`src/design/mpwd_pkg.sv`:
```
// Package for the Morse pulse-width decoder.
// Holds the run kinds, the queue entry type and the shared constants.
// No dependencies.
`timescale 1ns / 1ps

package mpwd_pkg;

	localparam int TIME_BITS_DEF        = 32;
	localparam int END_MARKS_NEEDED_DEF = 3;
	localparam int QUEUE_DEPTH_DEF      = 2;

	localparam int EDGE_TIME_W = 32;
	localparam int UNIT_W      = 20;
	localparam int THR4_W      = UNIT_W + 2;
	localparam int RUN_IDX_W   = 3;

	localparam logic [UNIT_W-1:0] UNIT_RESET = UNIT_W'(10000);

	typedef enum logic [1:0] {
		RUN_SHORT = 2'b00,
		RUN_LONG  = 2'b01,
		RUN_END   = 2'b10
	} run_kind_t;

	typedef struct packed {
		run_kind_t kind;
		logic      done;
	} run_entry_t;

	function automatic logic [RUN_IDX_W-1:0] run_last_idx(input run_kind_t kind);
		logic [RUN_IDX_W-1:0] idx;
		case (kind)
			RUN_END:   idx = RUN_IDX_W'(4);
			RUN_LONG:  idx = RUN_IDX_W'(3);
			RUN_SHORT: idx = RUN_IDX_W'(1);
			default:   idx = RUN_IDX_W'(1);
		endcase
		return idx;
	endfunction

endpackage

```
`src/design/mpwd_front.sv`:
```
// Front end of the Morse pulse-width decoder: edge capture, pulse timing,
// classification and end-mark counting. Pushes one run entry per pulse longer than one unit.
// Depends on mpwd_pkg.
`timescale 1ns / 1ps

module mpwd_front #(
	parameter int TIME_BITS        = mpwd_pkg::TIME_BITS_DEF,
	parameter int END_MARKS_NEEDED = mpwd_pkg::END_MARKS_NEEDED_DEF
) (
	input  logic                               clk,
	input  logic                               arst_n,
	input  logic                               push,
	input  logic                               pin_level,
	input  logic [mpwd_pkg::EDGE_TIME_W-1:0]   edge_time_us,
	input  logic                               cfg_we,
	input  logic [mpwd_pkg::UNIT_W-1:0]        cfg_wdata,
	input  logic                               q_full,
	output logic                               q_push,
	output mpwd_pkg::run_entry_t               q_entry
);

	localparam int WIDE_W = (TIME_BITS > mpwd_pkg::EDGE_TIME_W) ? TIME_BITS
		: mpwd_pkg::EDGE_TIME_W;
	localparam int CMP_W  = (TIME_BITS > mpwd_pkg::THR4_W) ? TIME_BITS : mpwd_pkg::THR4_W;
	localparam int CNT_W  = $clog2(END_MARKS_NEEDED + 1);

	logic [mpwd_pkg::UNIT_W-1:0] unit_q;
	logic                        armed_q;
	logic [TIME_BITS-1:0]        start_q;
	logic [CNT_W-1:0]            count_q;
	logic                        done_q;

	logic                  accept;
	logic [WIDE_W-1:0]     time_wide;
	logic [TIME_BITS-1:0]  time_now;
	logic [TIME_BITS-1:0]  elapsed;
	logic [CMP_W-1:0]      elapsed_c;
	logic [CMP_W-1:0]      thr4, thr2, thr1;
	logic                  measure;
	logic                  over4, over2, over1;
	logic [CNT_W-1:0]      count_next;
	logic                  done_next;

	assign accept    = push && !q_full;
	assign time_wide = WIDE_W'(edge_time_us);
	assign time_now  = time_wide[TIME_BITS-1:0];
	assign elapsed   = time_now - start_q;
	assign elapsed_c = CMP_W'(elapsed);
	assign thr1      = CMP_W'(unit_q);
	assign thr2      = CMP_W'({unit_q, 1'b0});
	assign thr4      = CMP_W'({unit_q, 2'b00});
	assign over4     = elapsed_c > thr4;
	assign over2     = elapsed_c > thr2;
	assign over1     = elapsed_c > thr1;
	assign measure   = accept && pin_level && armed_q;

	always_comb begin
		count_next = count_q;
		if (over4) begin
			if (count_q < CNT_W'(END_MARKS_NEEDED)) begin
				count_next = count_q + CNT_W'(1);
			end
		end else if (over1) begin
			count_next = '0;
		end
		done_next = done_q || (over4 && (count_next >= CNT_W'(END_MARKS_NEEDED)));
	end

	always_comb begin
		q_push       = measure && over1;
		q_entry.done = done_next;
		if (over4) begin
			q_entry.kind = mpwd_pkg::RUN_END;
		end else if (over2) begin
			q_entry.kind = mpwd_pkg::RUN_LONG;
		end else begin
			q_entry.kind = mpwd_pkg::RUN_SHORT;
		end
	end

	always_ff @(posedge clk or negedge arst_n) begin
		if (!arst_n) begin
			unit_q  <= mpwd_pkg::UNIT_RESET;
			armed_q <= 1'b0;
			start_q <= '0;
			count_q <= '0;
			done_q  <= 1'b0;
		end else begin
			if (cfg_we) begin
				unit_q <= cfg_wdata;
			end
			if (accept && !pin_level) begin
				armed_q <= 1'b1;
				start_q <= time_now;
			end else if (measure) begin
				armed_q <= 1'b0;
				count_q <= count_next;
				done_q  <= done_next;
			end
		end
	end

endmodule

```
`src/design/mpwd_queue.sv`:
```
// Small queue of run entries between the front and back ends of the decoder.
// Register-based storage with read and write pointers. Depends on mpwd_pkg.
`timescale 1ns / 1ps

module mpwd_queue #(
	parameter int QUEUE_DEPTH = mpwd_pkg::QUEUE_DEPTH_DEF
) (
	input  logic                 clk,
	input  logic                 arst_n,
	input  logic                 wr_en,
	input  mpwd_pkg::run_entry_t wr_entry,
	input  logic                 rd_en,
	output mpwd_pkg::run_entry_t rd_entry,
	output logic                 full,
	output logic                 empty
);

	localparam int PTR_W = $clog2(QUEUE_DEPTH);
	localparam int CNT_W = $clog2(QUEUE_DEPTH + 1);

	mpwd_pkg::run_entry_t mem_q [QUEUE_DEPTH];
	logic [PTR_W-1:0]     wr_ptr_q;
	logic [PTR_W-1:0]     rd_ptr_q;
	logic [CNT_W-1:0]     count_q;
	logic                 do_wr;
	logic                 do_rd;

	assign full     = count_q == CNT_W'(QUEUE_DEPTH);
	assign empty    = count_q == '0;
	assign do_wr    = wr_en && !full;
	assign do_rd    = rd_en && !empty;
	assign rd_entry = mem_q[rd_ptr_q];

	always_ff @(posedge clk) begin
		if (do_wr) begin
			mem_q[wr_ptr_q] <= wr_entry;
		end
	end

	always_ff @(posedge clk or negedge arst_n) begin
		if (!arst_n) begin
			wr_ptr_q <= '0;
			rd_ptr_q <= '0;
			count_q  <= '0;
		end else begin
			if (do_wr) begin
				wr_ptr_q <= (wr_ptr_q == PTR_W'(QUEUE_DEPTH - 1)) ? '0 : wr_ptr_q + PTR_W'(1);
			end
			if (do_rd) begin
				rd_ptr_q <= (rd_ptr_q == PTR_W'(QUEUE_DEPTH - 1)) ? '0 : rd_ptr_q + PTR_W'(1);
			end
			if (do_wr && !do_rd) begin
				count_q <= count_q + CNT_W'(1);
			end else if (do_rd && !do_wr) begin
				count_q <= count_q - CNT_W'(1);
			end
		end
	end

endmodule

```
`src/design/mpwd_back.sv`:
```
// Back end of the Morse pulse-width decoder: expands each run entry into its
// bits into an output register, one per cycle while the register is empty or popped. Depends on mpwd_pkg.
`timescale 1ns / 1ps

module mpwd_back (
	input  logic                 clk,
	input  logic                 arst_n,
	input  mpwd_pkg::run_entry_t q_entry,
	input  logic                 q_empty,
	output logic                 q_pop,
	input  logic                 pop,
	output logic                 empty,
	output logic                 bit_value,
	output logic                 run_last,
	output logic                 message_complete
);

	logic [mpwd_pkg::RUN_IDX_W-1:0] idx_q;
	logic                           out_valid_q;
	logic                           bit_q;
	logic                           last_q;
	logic                           done_q;

	logic [mpwd_pkg::RUN_IDX_W-1:0] last_idx;
	logic                           out_ready;
	logic                           fire;
	logic                           is_last;

	assign last_idx  = mpwd_pkg::run_last_idx(q_entry.kind);
	assign is_last   = idx_q == last_idx;
	assign out_ready = !out_valid_q || pop;
	assign fire      = !q_empty && out_ready;
	assign q_pop     = fire && is_last;

	assign empty            = !out_valid_q;
	assign bit_value        = bit_q;
	assign run_last         = last_q;
	assign message_complete = done_q;

	always_ff @(posedge clk) begin
		if (fire) begin
			bit_q  <= !is_last;
			last_q <= is_last;
			done_q <= q_entry.done;
		end
	end

	always_ff @(posedge clk or negedge arst_n) begin
		if (!arst_n) begin
			idx_q       <= '0;
			out_valid_q <= 1'b0;
		end else begin
			if (fire) begin
				out_valid_q <= 1'b1;
				idx_q       <= is_last ? '0 : idx_q + mpwd_pkg::RUN_IDX_W'(1);
			end else if (pop) begin
				out_valid_q <= 1'b0;
			end
		end
	end

endmodule

```
`src/design/morse_pulse_width_decoder_top.sv`:
```
// Top level of the Morse pulse-width decoder: front end, run queue, back end.
// Depends on mpwd_pkg, mpwd_front, mpwd_queue and mpwd_back.
//
//   Channel   Direction  Handshake            Payload
//   edges     in         push / full          pin_level, edge_time_us
//   bits      out        pop / empty          bit_value, run_last, message_complete
//   config    in         cfg_we               cfg_wdata (unit period, us)
//
// An edge is classified in the cycle of its transfer; a pulse longer than one unit queues a run.
// The back end emits one bit per cycle while pop keeps up; a run has two, four or five bits.
// Reset clears the control state and loads a unit period of 10000 us.
// Full rises only when the run queue is full; a valid output register holds while pop is low.
`timescale 1ns / 1ps

module morse_pulse_width_decoder_top #(
	parameter int TIME_BITS        = mpwd_pkg::TIME_BITS_DEF,
	parameter int END_MARKS_NEEDED = mpwd_pkg::END_MARKS_NEEDED_DEF,
	parameter int QUEUE_DEPTH      = mpwd_pkg::QUEUE_DEPTH_DEF
) (
	input  logic                              clk,
	input  logic                              arst_n,
	input  logic                              push,
	output logic                              full,
	input  logic                              pin_level,
	input  logic [mpwd_pkg::EDGE_TIME_W-1:0]  edge_time_us,
	input  logic                              cfg_we,
	input  logic [mpwd_pkg::UNIT_W-1:0]       cfg_wdata,
	output logic                              empty,
	input  logic                              pop,
	output logic                              bit_value,
	output logic                              run_last,
	output logic                              message_complete
);

	logic                 q_push;
	logic                 q_pop;
	logic                 q_full;
	logic                 q_empty;
	mpwd_pkg::run_entry_t wr_entry;
	mpwd_pkg::run_entry_t rd_entry;

	assign full = q_full;

	mpwd_front #(
		.TIME_BITS        (TIME_BITS),
		.END_MARKS_NEEDED (END_MARKS_NEEDED)
	) u_front (
		.clk          (clk),
		.arst_n       (arst_n),
		.push         (push),
		.pin_level    (pin_level),
		.edge_time_us (edge_time_us),
		.cfg_we       (cfg_we),
		.cfg_wdata    (cfg_wdata),
		.q_full       (q_full),
		.q_push       (q_push),
		.q_entry      (wr_entry)
	);

	mpwd_queue #(
		.QUEUE_DEPTH (QUEUE_DEPTH)
	) u_queue (
		.clk      (clk),
		.arst_n   (arst_n),
		.wr_en    (q_push),
		.wr_entry (wr_entry),
		.rd_en    (q_pop),
		.rd_entry (rd_entry),
		.full     (q_full),
		.empty    (q_empty)
	);

	mpwd_back u_back (
		.clk              (clk),
		.arst_n           (arst_n),
		.q_entry          (rd_entry),
		.q_empty          (q_empty),
		.q_pop            (q_pop),
		.pop              (pop),
		.empty            (empty),
		.bit_value        (bit_value),
		.run_last         (run_last),
		.message_complete (message_complete)
	);

endmodule

```
`config.mk`:
```
export PLATFORM = sky130hd
export DESIGN_NAME = morse_pulse_width_decoder_top
export DESIGN_NICKNAME = d
export VERILOG_FILES = /design/src/design/mpwd_pkg.sv /design/src/design/mpwd_front.sv /design/src/design/mpwd_queue.sv /design/src/design/mpwd_back.sv /design/src/design/morse_pulse_width_decoder_top.sv
export SDC_FILE = /design/constraint.sdc
export NUM_CORES = 1
export LEC_CHECK = 0
export BUFFER_PORTS_ARGS = -buffer_cell sky130_fd_sc_hd__buf_2
export CAP_MARGIN = 20
export CORE_AREA = 2 2 110 112
export CTS_CLUSTER_DIAMETER = 120
export CTS_CLUSTER_SIZE = 12
export DETAILED_ROUTE_END_ITERATION = 16
export DIE_AREA = 0 0 112 114
export MAX_ROUTING_LAYER = met4
export PLACE_DENSITY = 0.83
export SETUP_SLACK_MARGIN = 0.3
export SYNTH_ARGS = -nofsm -noshare
export SYNTH_HDL_FRONTEND = slang
export SYNTH_SLANG_ARGS = --single-unit
```
`constraint.sdc`:
```
create_clock -name clk -period 4.7 [get_ports clk]
set_input_delay 0.235 -clock clk [delete_from_list [all_inputs] [get_ports clk]]
set_output_delay 0.235 -clock clk [all_outputs]
set_load 0.05 [all_outputs]
```
==> results_dict.tcl, run 1 <==
set metrics [dict create \
    status "finished, violations left" \
    violations "setup timing" \
    num-nets-final 1000 \
    stdcell_count 1000 \
    utilization_pct 66.1 \
    rows 40 \
    cellPowerDensity_nw_per_um2 763 \
    synth_edf_count 9 \
    grt_usage_pct 25.5 \
    hp-class "primary input to asynchronous set/reset pin" \
    antenna_found_initial 0 \
    clockRootBuffer "clkbuf_16" \
    fmax_mhz 212 \
    tritoncts_num_sinks 73 \
    antenna_cells 0 \
    clk_latency_ns 0.35 \
    ys_warn_count 0 \
    timing.hold.ws_ns 0.0207 \
    routed_via_density 6.09 \
    grt_max_degree 65 \
    routed_wl_mm 16.9 \
    dp.cells 952 \
    synth_nets 895 \
    dieArea_um2 12800 \
    ir_drop_mv 0.432 \
    layout_common_cells "nand2_1 (98), o21ai_0 (85), ha_1 (84)" \
    clock_path_buffers 2 \
    finalClockSkew_ns 0.00574 \
    crit_arrival_ns 4.98 \
    cts_tree "built" \
    hpwl_mm 11.4 \
    grt_pass1_vias 5632 \
    drive_gt1_share_pct 25.8 \
    period_share_pct 100 \
    worst_pin_slew_ns 0.995 \
    leakagePower_nw 3.60 \
    dieHeight_um 114 \
    yosysTopAreaCell "dfrtp_1" \
    setup_viol 2 \
    ant_nets 0 \
    drt_iter0_drc 542 \
    synth.avg_cell_area_um2 8.40 \
    max_cap_violations 0 \
    setup.worst_path.end_class "flop" \
    timing.slew.headroom_pct 33.5 \
    rsz0062_at_grt "yes" \
    yosysUniqueCellTypes 60 \
    ys_ff_latch 73 \
    start_kind "flop" \
    cts_max_level 3 \
    rrSetupSlack_ns -0.007 \
    crit_type "flop to flop" \
    synthFlopType "dfrtp_1" \
    finalHoldViolCount 0 \
    num-fill-cells 932 \
    synth_area_um2 6240 \
    path_clk_slew_ns 0.06 \
    gp_congestion 0.916 \
    drc_errors 0 \
    core_area_um2 11700 \
    async_flop_share_pct 87.7 \
    overflow 0 \
    tns_ns -0.0120 \
    yosysSeqAreaShare_pct 30.1 \
    ios 63 \
    area_growth_pct 24.1 \
    final.setup.worst_slack_ns -0.00671 \
    grt_pass1_wl_mm 25.7 \
    worstReg2RegStart "u_front.start_q[3]" \
    r2r-end "u_queue.count_q[1]" \
    die_width_um 112 \
    layout_commonest_cell "nand2_1" \
    synthTopCellsByArea "dfrtp_1 (24%), ha_1 (19%), o21ai_0 (7.1%)" \
    slew_violations 0 \
    yosysTopAreaCellShare_pct 23.6 \
    wl_per_cell_um 16.9 \
    postSynthCellCount 743 \
    fin_crit_ns 4.71 \
    required_ns 4.97 \
    power.total_w 0.00591 \
    via_count 6092 \
    cts_buffers 9 \
    cp_max_fo 5 \
    io_buffers 62 \
    r2r_cells 23 \
    start_util_pct 53.3 \
    drt_first_pass_iters 6 \
]
per-stage QoR:
stage	worst slack [ns]	cell area (um^2)
after global placement	0.114	6870
after floorplan	0.314	6310
after detailed placement	-0.0113	6870
final	-0.00671	7750
after global routing	-0.149	7750
after CTS	0.210	7360
final cells by class:
type / count / area (um^2) / share of cell area [%]
Sequential cell: 73 / 1880 / 24.2
Clock inverter: 6 / 92.6 / 1.20
Tap cell: 147 / 184 / 2.37
Inverter: 69 / 259 / 3.34
Timing Repair Buffer: 115 / 716 / 9.24
Clock buffer: 10 / 229 / 2.96
Multi-Input combinational cell: 580 / 4390 / 56.6
registers in the layout (all words and copies together) (netlist names), 2 cells and up:
name,count
u_back.idx_q,3
u_front.count_q,2
u_front.start_q,32
u_front.unit_q,20
u_queue.count_q,2
u_queue.mem_q,6
where the power goes:
group	switching (W)	internal (W)
Clock	0.000281	0.000466
Sequential	0.0000991	0.000845
Combinational	0.00240	0.00182
layer usage:
metal  vias up  part of all wire, %  GRT usage [%]
met2       277                   48           41.5
met5         -                    0              -
li1       2881                    -              -
met1      2855                   41           30.8
met4         0                  4.1           10.4
met3        79                  6.8           5.90
synthesized netlist by cell type (3+ instances only):
library cell	count
a2111oi_0	4
a211oi_1	5
a21o_1	21
a21oi_1	53
a31oi_1	3
and2_1	7
and3_1	9
buf_2	3
clkbuf_1	15
dfrtp_1	59
dfstp_2	5
edfxtp_1	9
ha_1	93
inv_1	67
mux2_2	6
nand2_1	99
nand2b_1	10
nand3_1	10
nand4_1	23
nor2_1	30
nor2b_1	8
nor3_1	8
nor4_1	3
o2111ai_1	5
o211ai_1	7
o21a_1	8
o21ai_0	89
o21ai_1	4
o21bai_1	4
or3_1	7
xnor2_1	17
xor2_1	14
cell families (layout without fill, tap and decap cells):
logic type	count (synthesis)	count (layout)	synth area share, %
AND/OR/NAND/NOR	222	222	17.2
adder cells (fa/ha/maj)	94	94	19.0
flip-flops	73	73	30.1
multiplexers	8	8	1.40
XOR/XNOR	31	31	4.35
AO/OA/AOI/OAI	225	225	22.3
buffers and inverters	90	200	5.71
worst max-delay path, stage by stage (launching register included):
cell and delay, ns:
dfrtp_1 0.37, inv_2 0.07, ha_4 0.22, a21o_1 0.18, a21oi_2 0.18, a21oi_2 0.10, nor2_2 0.12, o21bai_1 0.11
a21bo_2 0.24, a21o_1 0.20, a21oi_2 0.18, xnor2_2 0.11, ha_1 0.31, nand4_1 0.21, nor4_2 0.44, o21ai_0 0.16
a21o_1 0.21, or3_4 0.34, o31ai_4 0.20, inv_2 0.08, ha_4 0.16, xor2_2 0.14, nor2_2 0.13, xor2_1 0.15
worst max-delay path by stage:
stage / startpoint / endpoint / depth (start not counted)
final: u_front.start_q[3] / u_queue.count_q[1] / 23
after floorplan: u_front.start_q[1] / u_queue.count_q[1] / 25
after global routing: u_front.start_q[3] / u_queue.count_q[1] / 23
after global placement: edge_time_us[1] / u_queue.count_q[1] / 24
after detailed placement: edge_time_us[1] / u_queue.count_q[1] / 25
after CTS: u_front.start_q[1] / u_queue.count_q[1] / 25
timing repair:
action / in CTS / in global routing
gates resized for setup: 17 / 44
gates cloned: 0 / 0
pin swaps: 12 / 36
hold buffers: 0 / 0
setup endpoints to repair: 11 / 18
setup buffers: 12 / 20
Power figures use the tool's default switching activity.
==> run 2, diff against run 1 <==
--- a/config.mk
+++ b/config.mk
@@ -9,12 +9,12 @@
 export CAP_MARGIN = 20
 export CORE_AREA = 2 2 110 112
 export CTS_CLUSTER_DIAMETER = 120
-export CTS_CLUSTER_SIZE = 12
 export DETAILED_ROUTE_END_ITERATION = 16
 export DIE_AREA = 0 0 112 114
 export MAX_ROUTING_LAYER = met4
 export PLACE_DENSITY = 0.83
 export SETUP_SLACK_MARGIN = 0.3
+export SKIP_CTS_REPAIR_TIMING = 1
 export SYNTH_ARGS = -nofsm -noshare
 export SYNTH_HDL_FRONTEND = slang
 export SYNTH_SLANG_ARGS = --single-unit
==> run 2 against run 1 <==
The run now ends clean. Combinational power is 7.8% lower. Critical path depth is 2 higher. Non-clock buffer count is 19 lower. Cell area is 2.4% lower. Clock-buffer cell count stayed put. Global-route usage is 0.55 points lower. Die area stayed put.
==> results_dict.tcl, run 2 (synthesized netlist as in run 1, its figures left out) <==
set metrics [dict create \
    status "finished clean" \
    via_count 5782 \
    clock_path_buffers 2 \
    drt_iter0_drc 436 \
    worst_pin_slew_ns 0.991 \
    setup.worst_path.end_class "flop" \
    slew_violations 0 \
    top_layer "met4" \
    multiInputGateArea_um2 4350 \
    area_growth_pct 21.1 \
    seq_area_um2 1880 \
    largest_register_ffs 32 \
    routed_wl_mm 15.5 \
    utilization_pct 64.6 \
    largest_registers "u_front.start_q x32, u_front.unit_q x20, u_queue.mem_q x6" \
    m1WireLength_mm 6.74 \
    crit_type "flop to flop" \
    max_cap_violations 0 \
    grt_usage_pct 24.9 \
    drt_first_pass_iters 5 \
    io_buffers 62 \
    crit_arrival_ns 4.94 \
    dieArea_um2 12800 \
    path_clk_slew_ns 0.06 \
    cp_max_fo 3 \
    grt_max_degree 65 \
    power.total_w 0.00558 \
    cts_max_level 3 \
    tns_ns 0 \
    drive_gt1_share_pct 23.3 \
    clockRootBuffer "clkbuf_16" \
    clk_latency_ns 0.35 \
    cts_tree "built" \
    grt_pass1_wl_mm 25.1 \
    leakagePower_nw 3.51 \
    num-nets-final 981 \
    antenna_cells 0 \
    finalClockSkew_ns 0.00501 \
    layout_commonest_cell "nand2_1" \
    setup_viol 0 \
    ios 63 \
    final.setup.worst_slack_ns 0.0374 \
    gp_congestion 0.916 \
    period_share_pct 99.2 \
    start_util_pct 53.3 \
    cellPowerDensity_nw_per_um2 737 \
    hp-class "primary input to asynchronous set/reset pin" \
    core_area_um2 11700 \
    die_width_um 112 \
    met2_length_mm 7.47 \
    grt_pass1_vias 5487 \
    fin_crit_ns 4.66 \
    rows 40 \
    fmax_mhz 214 \
    num-fill-cells 985 \
    tritoncts_num_sinks 73 \
    place_ws_ns -0.0113 \
    drc_errors 0 \
    overflow 0 \
    layout_common_cells "nand2_1 (98), o21ai_0 (85), ha_1 (84)" \
    antenna_found_initial 0 \
    dieHeight_um 114 \
    required_ns 4.97 \
    rsz0062_at_grt "yes" \
    wl_met3_um 808 \
    wl_per_cell_um 15.8 \
    finalHoldViolCount 0 \
    timing.hold.ws_ns 0.0600 \
    routed_via_density 5.89 \
    top_register "u_front.start_q" \
    ant_nets 0 \
    ir_drop_mv 0.427 \
    hpwl_mm 11.4 \
    start_kind "flop" \
    timing.slew.headroom_pct 33.8 \
    cts_buffers 9 \
]
run 2: cell types whose count changed in the layout (fill, tap and decap cells not counted), sizes merged:
cell,previous run,this run
buf,115,96
run 2: cell type report:
class                      instances  share of cell area (%)
multi-input combinational        580                    57.6
tap                              147                    2.43
clock buffer                      10                    3.03
sequential                        73                    24.8
inverter                          69                    3.42
timing repair buffer              96                    7.48
clock inverter                     6                    1.22
run 2: per-layer routing:
metal / GRT usage (%) / vias up
li1: - / 2836
met4: 8.86 / 0
met3: 5.15 / 50
met1: 31.0 / 2720
met5: - / -
met2: 40.6 / 176
run 2: worst max-delay path, stage by stage, from the launching register on:
cell and delay, ns:
dfrtp_1 0.37, inv_2 0.08, ha_4 0.19, nor2b_4 0.13, o2111ai_4 0.20, a21oi_2 0.10, nor2_2 0.18, o21bai_2 0.09
a21bo_2 0.25, a211oi_2 0.21, o21bai_1 0.13, a21oi_2 0.21, xnor2_2 0.14, ha_1 0.28, a21oi_2 0.14, o21ai_2 0.07
nor4b_2 0.31, o21ai_1 0.11, a21o_1 0.21, or3_4 0.34, o31ai_4 0.20, inv_2 0.08, ha_4 0.16, xor2_2 0.14
nor2_2 0.11, xor2_1 0.15
run 2: path summary, 6_finish.rpt:
kind,start,endpoint,slack (ns),depth (start not counted)
max in group asynchronous,arst_n,u_back.idx_q[0],4.10,2
worst min-delay path,arst_n,u_front.start_q[4],0.06,2
worst max-delay path,u_front.start_q[1],u_queue.count_q[1],0.04,25
worst max register to register,u_front.start_q[1],u_queue.count_q[1],0.04,25
min in group clk,cfg_wdata[6],u_front.unit_q[6],0.10,3
worst min register to register,u_front.done_q,u_front.done_q,0.47,1
run 2: through the flow:
step / std cells / instance area [um^2]
2_1_floorplan: 743 / 6310
3_3_place_gp: 952 / 6870
3_5_place_dp: 952 / 6870
4_1_cts: 968 / 7190
5_1_grt: 981 / 7560
6_report: 981 / 7560
run 2: report_power, final:
part / leakage, nW / switching, W / internal (W) / total [W]
Sequential: 0.847 / 0.0000977 / 0.000845 / 0.000943
Clock: 0.149 / 0.000279 / 0.000466 / 0.000746
Combinational: 2.51 / 0.00224 / 0.00165 / 0.00389
